==> src/sv/bdq_pkg.sv <==
// Shared constants and types for the button dismiss qualifier.
package bdq_pkg;

	// Field widths
	localparam int unsigned BTN_W  = 32;
	localparam int unsigned TIME_W = 48;
	localparam int unsigned THR_W  = 24;
	localparam int unsigned CFG_W  = 32;

	// Stream payload widths (padded to whole bytes)
	localparam int unsigned IN_DATA_W  = 80;
	localparam int unsigned OUT_DATA_W = 8;

	// Configuration register indexes
	typedef enum logic [1:0] {
		REG_CLOSE_MASK  = 2'd0,
		REG_CANCEL_MASK = 2'd1,
		REG_HOLD_THR    = 2'd2
	} cfg_reg_t;

	// Register reset values
	localparam logic [BTN_W-1:0] CLOSE_MASK_RST  = 32'h0000_4000;
	localparam logic [BTN_W-1:0] CANCEL_MASK_RST = 32'h0000_0000;
	localparam logic [THR_W-1:0] HOLD_THR_RST    = 24'd220000;

	// One result item
	typedef struct packed {
		logic dismissed_now;
		logic canceled;
		logic visible;
	} result_t;

endpackage

==> src/sv/button_dismiss_qualifier_core.sv <==
// Button dismiss qualifier: samples buttons and decides when a modal box closes.
//
// Usage:
//   s_axis carries one sample per item: tdata[31:0] buttons, tdata[79:32] time_us.
//   m_axis returns one result per sample: tdata[0] visible, tdata[1] canceled,
//   tdata[2] dismissed_now, tdata[7:3] zero.
//   cfg_we/cfg_index/cfg_data write close_mask (0), cancel_mask (1) and
//   hold_threshold_us (2); write only while no sample is in flight.
// Timing:
//   A sample sits in the input register, is qualified by a single pass of
//   compare and 48-bit subtract logic, and its result is written into the
//   output register when the input stage advances.
//   Throughput is one sample per cycle while m_axis_tready stays high, set by
//   the state update loop.
// Reset:
//   arst_n clears both stages and restores the registers and the box to open,
//   unprimed. The first sample after reset primes the block and disarms it.
// Back-pressure:
//   While m_axis_tready is low the result holds; one more sample is taken into
//   the input register, then s_axis_tready drops until the result is taken.
module button_dismiss_qualifier_core (
	input  logic        clk,
	input  logic        arst_n,
	// Sample input
	input  logic        s_axis_tvalid,
	output logic        s_axis_tready,
	input  logic [79:0] s_axis_tdata,  // buttons[31:0], time_us[79:32]
	// Result output
	output logic        m_axis_tvalid,
	input  logic        m_axis_tready,
	output logic [7:0]  m_axis_tdata,  // visible[0], canceled[1], dismissed_now[2], zero[7:3]
	// Configuration writes
	input  logic        cfg_we,
	input  logic [1:0]  cfg_index,
	input  logic [31:0] cfg_data
);

	localparam int unsigned BW = bdq_pkg::BTN_W;
	localparam int unsigned TW = bdq_pkg::TIME_W;
	localparam int unsigned HW = bdq_pkg::THR_W;

	// Configuration registers
	logic [BW-1:0] close_mask_q;
	logic [BW-1:0] cancel_mask_q;
	logic [HW-1:0] hold_thr_q;

	// Qualifier state
	logic          open_q;
	logic          cancel_q;
	logic          primed_q;
	logic          armed_q;
	logic [BW-1:0] prev_btn_q;
	logic [BW-1:0] held_q;
	logic [TW-1:0] start_q;

	// Input stage
	logic          valid_s1;
	logic [BW-1:0] btn_s1;
	logic [TW-1:0] time_s1;

	// Output stage
	logic             out_valid_q;
	bdq_pkg::result_t result_q;

	// Next-state values
	logic          primed_d;
	logic          armed_d;
	logic          open_d;
	logic          cancel_d;
	logic [BW-1:0] prev_btn_d;
	logic [BW-1:0] held_d;
	logic [TW-1:0] start_d;
	logic          fired;

	// Scratch terms of the armed path
	logic [BW-1:0] rising;
	logic          by_cancel;
	logic          by_close;
	logic [BW-1:0] group;
	logic [TW-1:0] start_eff;
	logic [TW-1:0] elapsed;
	logic          advance;

	// Stage handshake: stage 1 moves on when the output register is free
	assign advance       = valid_s1 && (!out_valid_q || m_axis_tready);
	assign s_axis_tready = !valid_s1 || advance;

	// Input register
	always_ff @(posedge clk or negedge arst_n) begin
		if (!arst_n) begin
			valid_s1 <= 1'b0;
		end else if (s_axis_tready) begin
			valid_s1 <= s_axis_tvalid;
		end
	end

	always_ff @(posedge clk) begin
		if (s_axis_tready && s_axis_tvalid) begin
			btn_s1  <= s_axis_tdata[BW-1:0];
			time_s1 <= s_axis_tdata[BW+TW-1:BW];
		end
	end

	// Qualification of one sample
	always_comb begin
		primed_d   = primed_q;
		armed_d    = armed_q;
		open_d     = open_q;
		cancel_d   = cancel_q;
		prev_btn_d = prev_btn_q;
		held_d     = held_q;
		start_d    = start_q;
		fired      = 1'b0;
		rising     = btn_s1 & ~prev_btn_q;
		by_cancel  = 1'b0;
		by_close   = 1'b0;
		group      = '0;
		start_eff  = (start_q == '0) ? time_s1 : start_q;
		elapsed    = time_s1 - start_eff;

		if (open_q) begin
			// first sample primes and disarms
			if (!primed_q) begin
				primed_d   = 1'b1;
				prev_btn_d = btn_s1;
				start_d    = '0;
				held_d     = '0;
				armed_d    = 1'b0;
			end

			if (!armed_d) begin
				// re-arm once every close and cancel button is released
				if ((btn_s1 & (close_mask_q | cancel_mask_q)) == '0) begin
					armed_d = 1'b1;
					start_d = '0;
					held_d  = '0;
				end
				prev_btn_d = btn_s1;
			end else begin
				// press edges, cancel first
				by_cancel = (cancel_mask_q != '0) && ((rising & cancel_mask_q) != '0);
				by_close  = !by_cancel && ((rising & close_mask_q) != '0);

				// hold fallback
				if (!by_cancel && !by_close) begin
					if (cancel_mask_q != '0 && (btn_s1 & cancel_mask_q) != '0) begin
						group = cancel_mask_q;
					end else if ((btn_s1 & close_mask_q) != '0) begin
						group = close_mask_q;
					end

					if (group == '0) begin
						start_d = '0;
						held_d  = '0;
					end else if (group != held_q) begin
						held_d  = group;
						start_d = time_s1;
					end else begin
						start_d = start_eff;
						if (elapsed >= {{(TW-HW){1'b0}}, hold_thr_q}) begin
							if (held_q == cancel_mask_q) begin
								by_cancel = 1'b1;
							end else if (held_q == close_mask_q) begin
								by_close = 1'b1;
							end
						end
					end
				end

				prev_btn_d = btn_s1;

				if (by_cancel || by_close) begin
					cancel_d = by_cancel;
					open_d   = 1'b0;
					armed_d  = 1'b0;
					primed_d = 1'b0;
					fired    = 1'b1;
				end
			end
		end
	end

	// State and configuration registers
	always_ff @(posedge clk or negedge arst_n) begin
		if (!arst_n) begin
			close_mask_q  <= bdq_pkg::CLOSE_MASK_RST;
			cancel_mask_q <= bdq_pkg::CANCEL_MASK_RST;
			hold_thr_q    <= bdq_pkg::HOLD_THR_RST;
			open_q        <= 1'b1;
			cancel_q      <= 1'b0;
			primed_q      <= 1'b0;
			armed_q       <= 1'b1;
			prev_btn_q    <= '0;
			held_q        <= '0;
			start_q       <= '0;
		end else if (cfg_we) begin
			unique case (cfg_index)
				bdq_pkg::REG_CLOSE_MASK: close_mask_q <= cfg_data[BW-1:0];
				bdq_pkg::REG_CANCEL_MASK: begin
					cancel_mask_q <= cfg_data[BW-1:0];
					cancel_q      <= 1'b0;
				end
				bdq_pkg::REG_HOLD_THR: hold_thr_q <= cfg_data[HW-1:0];
				default: ;
			endcase
		end else if (advance) begin
			open_q     <= open_d;
			cancel_q   <= cancel_d;
			primed_q   <= primed_d;
			armed_q    <= armed_d;
			prev_btn_q <= prev_btn_d;
			held_q     <= held_d;
			start_q    <= start_d;
		end
	end

	// Output register
	always_ff @(posedge clk or negedge arst_n) begin
		if (!arst_n) begin
			out_valid_q <= 1'b0;
		end else if (advance) begin
			out_valid_q <= 1'b1;
		end else if (m_axis_tready) begin
			out_valid_q <= 1'b0;
		end
	end

	always_ff @(posedge clk) begin
		if (advance) begin
			result_q.visible       <= open_d;
			result_q.canceled      <= cancel_d;
			result_q.dismissed_now <= fired;
		end
	end

	assign m_axis_tvalid = out_valid_q;
	assign m_axis_tdata  = {5'b0, result_q};

	// A dismissing result always shows the box closed
	a_dismiss_closed: assert property (@(posedge clk) disable iff (!arst_n)
		out_valid_q && result_q.dismissed_now |-> !result_q.visible)
		else $error("dismissal result shows box visible");

	// Once closed the box stays closed until reset
	a_closed_sticky: assert property (@(posedge clk) disable iff (!arst_n)
		!open_q |=> !open_q)
		else $error("box reopened without reset");

	// A closed box is neither armed nor primed
	a_closed_idle: assert property (@(posedge clk) disable iff (!arst_n)
		!open_q |-> !armed_q && !primed_q)
		else $error("closed box still armed or primed");

	// A sample leaving stage 1 always lands in the output register
	a_advance_out: assert property (@(posedge clk) disable iff (!arst_n)
		advance |=> out_valid_q)
		else $error("result lost after stage advance");

endmodule

==> config.mk <==
export PLATFORM = sky130hd
export DESIGN_NAME = button_dismiss_qualifier_core
export DESIGN_NICKNAME = d
export VERILOG_FILES = /design/src/sv/bdq_pkg.sv /design/src/sv/button_dismiss_qualifier_core.sv
export SDC_FILE = /design/constraint.sdc
export NUM_CORES = 1
export LEC_CHECK = 0
export ABC_AREA = 1
export BUFFER_PORTS_ARGS = -buffer_cell sky130_fd_sc_hd__buf_2
export CORE_MARGIN = 1
export CORE_UTILIZATION = 45
export DETAILED_ROUTE_END_ITERATION = 8
export PLACE_DENSITY = 0.63
export SYNTH_ARGS = -nofsm -noshare
export SYNTH_HDL_FRONTEND = slang
export SYNTH_SLANG_ARGS = --single-unit
==> constraint.sdc <==
create_clock -name clk -period 4.1 [get_ports clk]
set_input_delay 0.615 -clock clk [delete_from_list [all_inputs] [get_ports clk]]
set_output_delay 0.615 -clock clk [all_outputs]
set_load 0.01 [all_outputs]
==> results.json <==
{
  "outcome": "finished with violations",
  "failed_checks": "setup timing",
  "drtAntennaViolNets": 0,
  "simple_gate_share_of_the_synthesized_area_pct": 30.2,
  "drtPass1Iterations": 6,
  "number_of_global_route_vias_before_repair": 21300,
  "post_synth_num_cell_types": 44,
  "cellLeakagePower_uw": 0.0133,
  "timing.final.crit_share_pct": 115,
  "route.detailed.wl_per_inst_um": 18.2,
  "ys_seq_area_share_pct": 36.5,
  "hpwl_um": 55600,
  "mappedNetlistArea_sq_mm": 0.0210,
  "die_width_um": 218,
  "synth-adder-area-share_pct": 4.32,
  "cts.path.max_buffers": 3,
  "maxSlewViolCount": 0,
  "rsz0062_at_grt": "yes",
  "initial_core_util_pct": 46.0,
  "synthToLayoutAreaGrowth_pct": 23.9,
  "layout.cells.most_common_list": "nand2_1 (1050), inv_1 (407), buf_4 (284), nor2_1 (252), o21ai_0 (233)",
  "synthMuxAreaShare_pct": 1.67,
  "vias": 22100,
  "p_per_area_mw_per_mm2": 701,
  "clock-sinks": 289,
  "crit_fanout": 5,
  "cts_htree_levels": 2,
  "min_path_type": "input port to asynchronous set/reset pin",
  "synthDominantAreaCellType": "dfrtp_1",
  "first_pass_grt_wire_length_um": 116000,
  "tritoncts": "built",
  "chipHeight_um": 218,
  "finalWirelength_um": 74600,
  "leading_cell_type_in_the_layout_fill_and_taps_excluded": "nand2_1",
  "criticalPathCategory": "flip-flop to flip-flop",
  "max_stage_delay_ns": 0.40,
  "required_ns": 4.61,
  "critical-path-slowest-cell": "dfrtp_1",
  "drt_first_iter_violations": 1814,
  "antenna_violations_before_repair": 0,
  "synth.area.top_cells": "dfrtp_1 (23%), nand2_1 (19%), edfxtp_1 (12%)",
  "globalRoute.totalOverflow": 0,
  "final-setup-viol-count": 7,
  "fp.coreArea_sq_mm": 0.0457,
  "yosys_register_bits": 289,
  "pin_count_of_the_biggest_net_entering_global_routing": 83,
  "vias_per_cell": 5.39,
  "critPathArrivalTime_ns": 5.23,
  "remaining_drc_errors": 0,
  "worstSetupEndpointType": "flip-flop",
  "largest_family_of_logic_cells_by_synthesized_area": "simple AND/OR/NAND/NOR gates",
  "relSlewSlack_pct": 26.6,
  "place_inst": 4005,
  "ir_drop_mv": 0.408,
  "crit_path_start_kind": "flip-flop",
  "cts-buffers-inserted": 35,
  "ratio_of_cells_with_drive_above_1_in_the_final_layout_pct": 17.9,
  "syn_area_per_cell_sq_um": 6.68,
  "synth_compound_area_share_pct": 14.5,
  "setup_slack_ns": -0.619,
  "ys_warn_count": 0,
  "io_buffer_count": 123,
  "diodes": 0,
  "fmax_ghz": 0.212,
  "pin_count": 129,
  "fp.dieArea_sq_mm": 0.0476,
  "final_nets": 3661,
  "worst_skew_pair_later_pin_latency_ns": 0.58,
  "synth_xor_xnor_area_share_pct": 2.50,
  "synth_top_area_share_pct": 23.1,
  "floorplan.rows": 78,
  "timing.max_cap.violations": 0,
  "fin_cells": 4097,
  "pre_cts_slack_ns": -0.887,
  "actual_transition_at_the_worst_max_transition_pin_ns": 1.10,
  "fin_worst_skew_ns": 0.0166,
  "cts.root.buffer_cell": "clkbuf_16",
  "clkTransAtPathRegs_ns": 0.06,
  "syn-instance-count": 3144,
  "timing.critical_path.mode_cell": "buf_4",
  "final_hold_viol_count": 0,
  "place.gp.congestion": 0.972,
  "period_needed_ns": 4.72,
  "gr-usage-all-layers_pct": 31.5
}
synth_stat cells:
cell and count:
a211oi_1 4, a21o_1 2, a21oi_1 127, a221oi_1 3
a311oi_1 2, a31oi_1 9, and2_1 2, buf_1 3
buf_2 16, buf_4 8, buf_6 5, clkbuf_1 102
clkinv_1 1, conb_1 1, dfrtp_1 194, dfstp_2 12
edfxtp_1 83, fa_1 1, ha_1 71, inv_1 415
inv_2 4, mux2i_1 35, nand2_1 1089, nand3_1 146
nand3b_1 10, nand4_1 33, nor2_1 275, nor2_4 2
nor3_1 11, nor4_1 10, nor4b_1 1, o2111ai_1 8
o211ai_1 78, o21a_1 2, o21ai_0 237, o21ai_1 47
o21bai_1 4, o221ai_1 1, o22ai_1 20, o31ai_1 2
or2_2 7, or4_1 1, xnor2_1 17, xor2_1 43
worst paths after layout:
path | startpoint | to | slack (ns) | depth (start not counted)
hold reg to reg | hold_thr_q[23]$_DFFE_PN0P_ | hold_thr_q[23]$_DFFE_PN0P_ | 0.48 | 2
min in group clk | s_axis_tdata[62] | time_s1[30]$_DFFE_PP_ | 0.21 | 1
max in group asynchronous | arst_n | held_q[27]$_DFFE_PN0P_ | 3.24 | 2
hold / removal | arst_n | start_q[12]$_DFFE_PN0P_ | 0.006 | 1
setup reg to reg | start_q[32]$_DFFE_PN0P_ | armed_q$_DFFE_PN1P_ | -0.62 | 34
setup / recovery | start_q[32]$_DFFE_PN0P_ | armed_q$_DFFE_PN1P_ | -0.62 | 34
kinds of logic after synthesis:
family | Yosys count
compound gates | 546
xor+xnor | 60
fa+ha+maj | 72
buf+inv | 554
flops | 289
mux | 35
other cells | 1
simple gates | 1587
report_power, final:
part	total (uW)	internal (uW)	switching [uW]	leakage, uW
clock	3090	1730	1350	0.000535
sequential	4680	3790	893	0.00327
combinational	10500	4560	5930	0.00951
layer usage:
metal / vias to the layer above / part of all wire [%] / wire length, um / track usage [%]
met4: 0 / 5.2 / 3900 / 16.0
met3: 198 / 5.6 / 4150 / 3.76
met2: 761 / 49 / 36700 / 54.8
met5: - / 0 / 0 / 0
met1: 10400 / 40 / 29900 / 38.4
li1: 10800 / - / - / -
critical path: cells and delay by family (launching register included):
kind	cells	cell delay, ns
buf+inv	10	1.29
mux	1	0.20
compound gates	2	0.30
flops	1	0.40
simple gates	20	2.14
fa+ha+maj	1	0.30
flip-flops by register name (all words and copies together), names as in the netlist:
signal and flops:
armed_q 1, btn_s1 32, cancel_mask_q 32, cancel_q 1
close_mask_q 32, held_q 32, hold_thr_q 24, m_axis_tdata 3
m_axis_tvalid 1, open_q 1, prev_btn_q 32, primed_q 1
start_q 48, time_s1 48, valid_s1 1
metrics by stage:
stage / instance area (sq um) / power (uW) / hold WS [ns] / TNS [ns] / util, %
detailed placement: 24000 / 14200 / 0.474 / -5.75 / 52.5
floorplan: 21000 / 10200 / 0.319 / 0 / -
CTS: 25500 / 17700 / 0.00000966 / -3.61 / 55.8
global placement: 24000 / 13900 / 0.469 / -5.00 / 52.5
global route: 26000 / 19700 / 0.0268 / -5.92 / 57.0
finish: 26000 / 18300 / 0.00566 / -4.21 / 57.0
repair_timing:
action | CTS | global route
setup buffers | 17 | 8
gates resized for setup | 72 | 82
cloned | 2 | 1
setup endpoints to repair | 7 | 7
hold buffers | 0 | 0
pin swaps | 30 | 37
layout make-up:
type	instances	area [sq um]
fillers	4443	19600
inverters	420	1580
flip-flops and latches	289	7660
repair buffers	419	3020
clock buffers	45	913
clock inverters	19	191
well taps	600	751
multi-input cells	2305	11900
(Power assumes the default switching activity.)
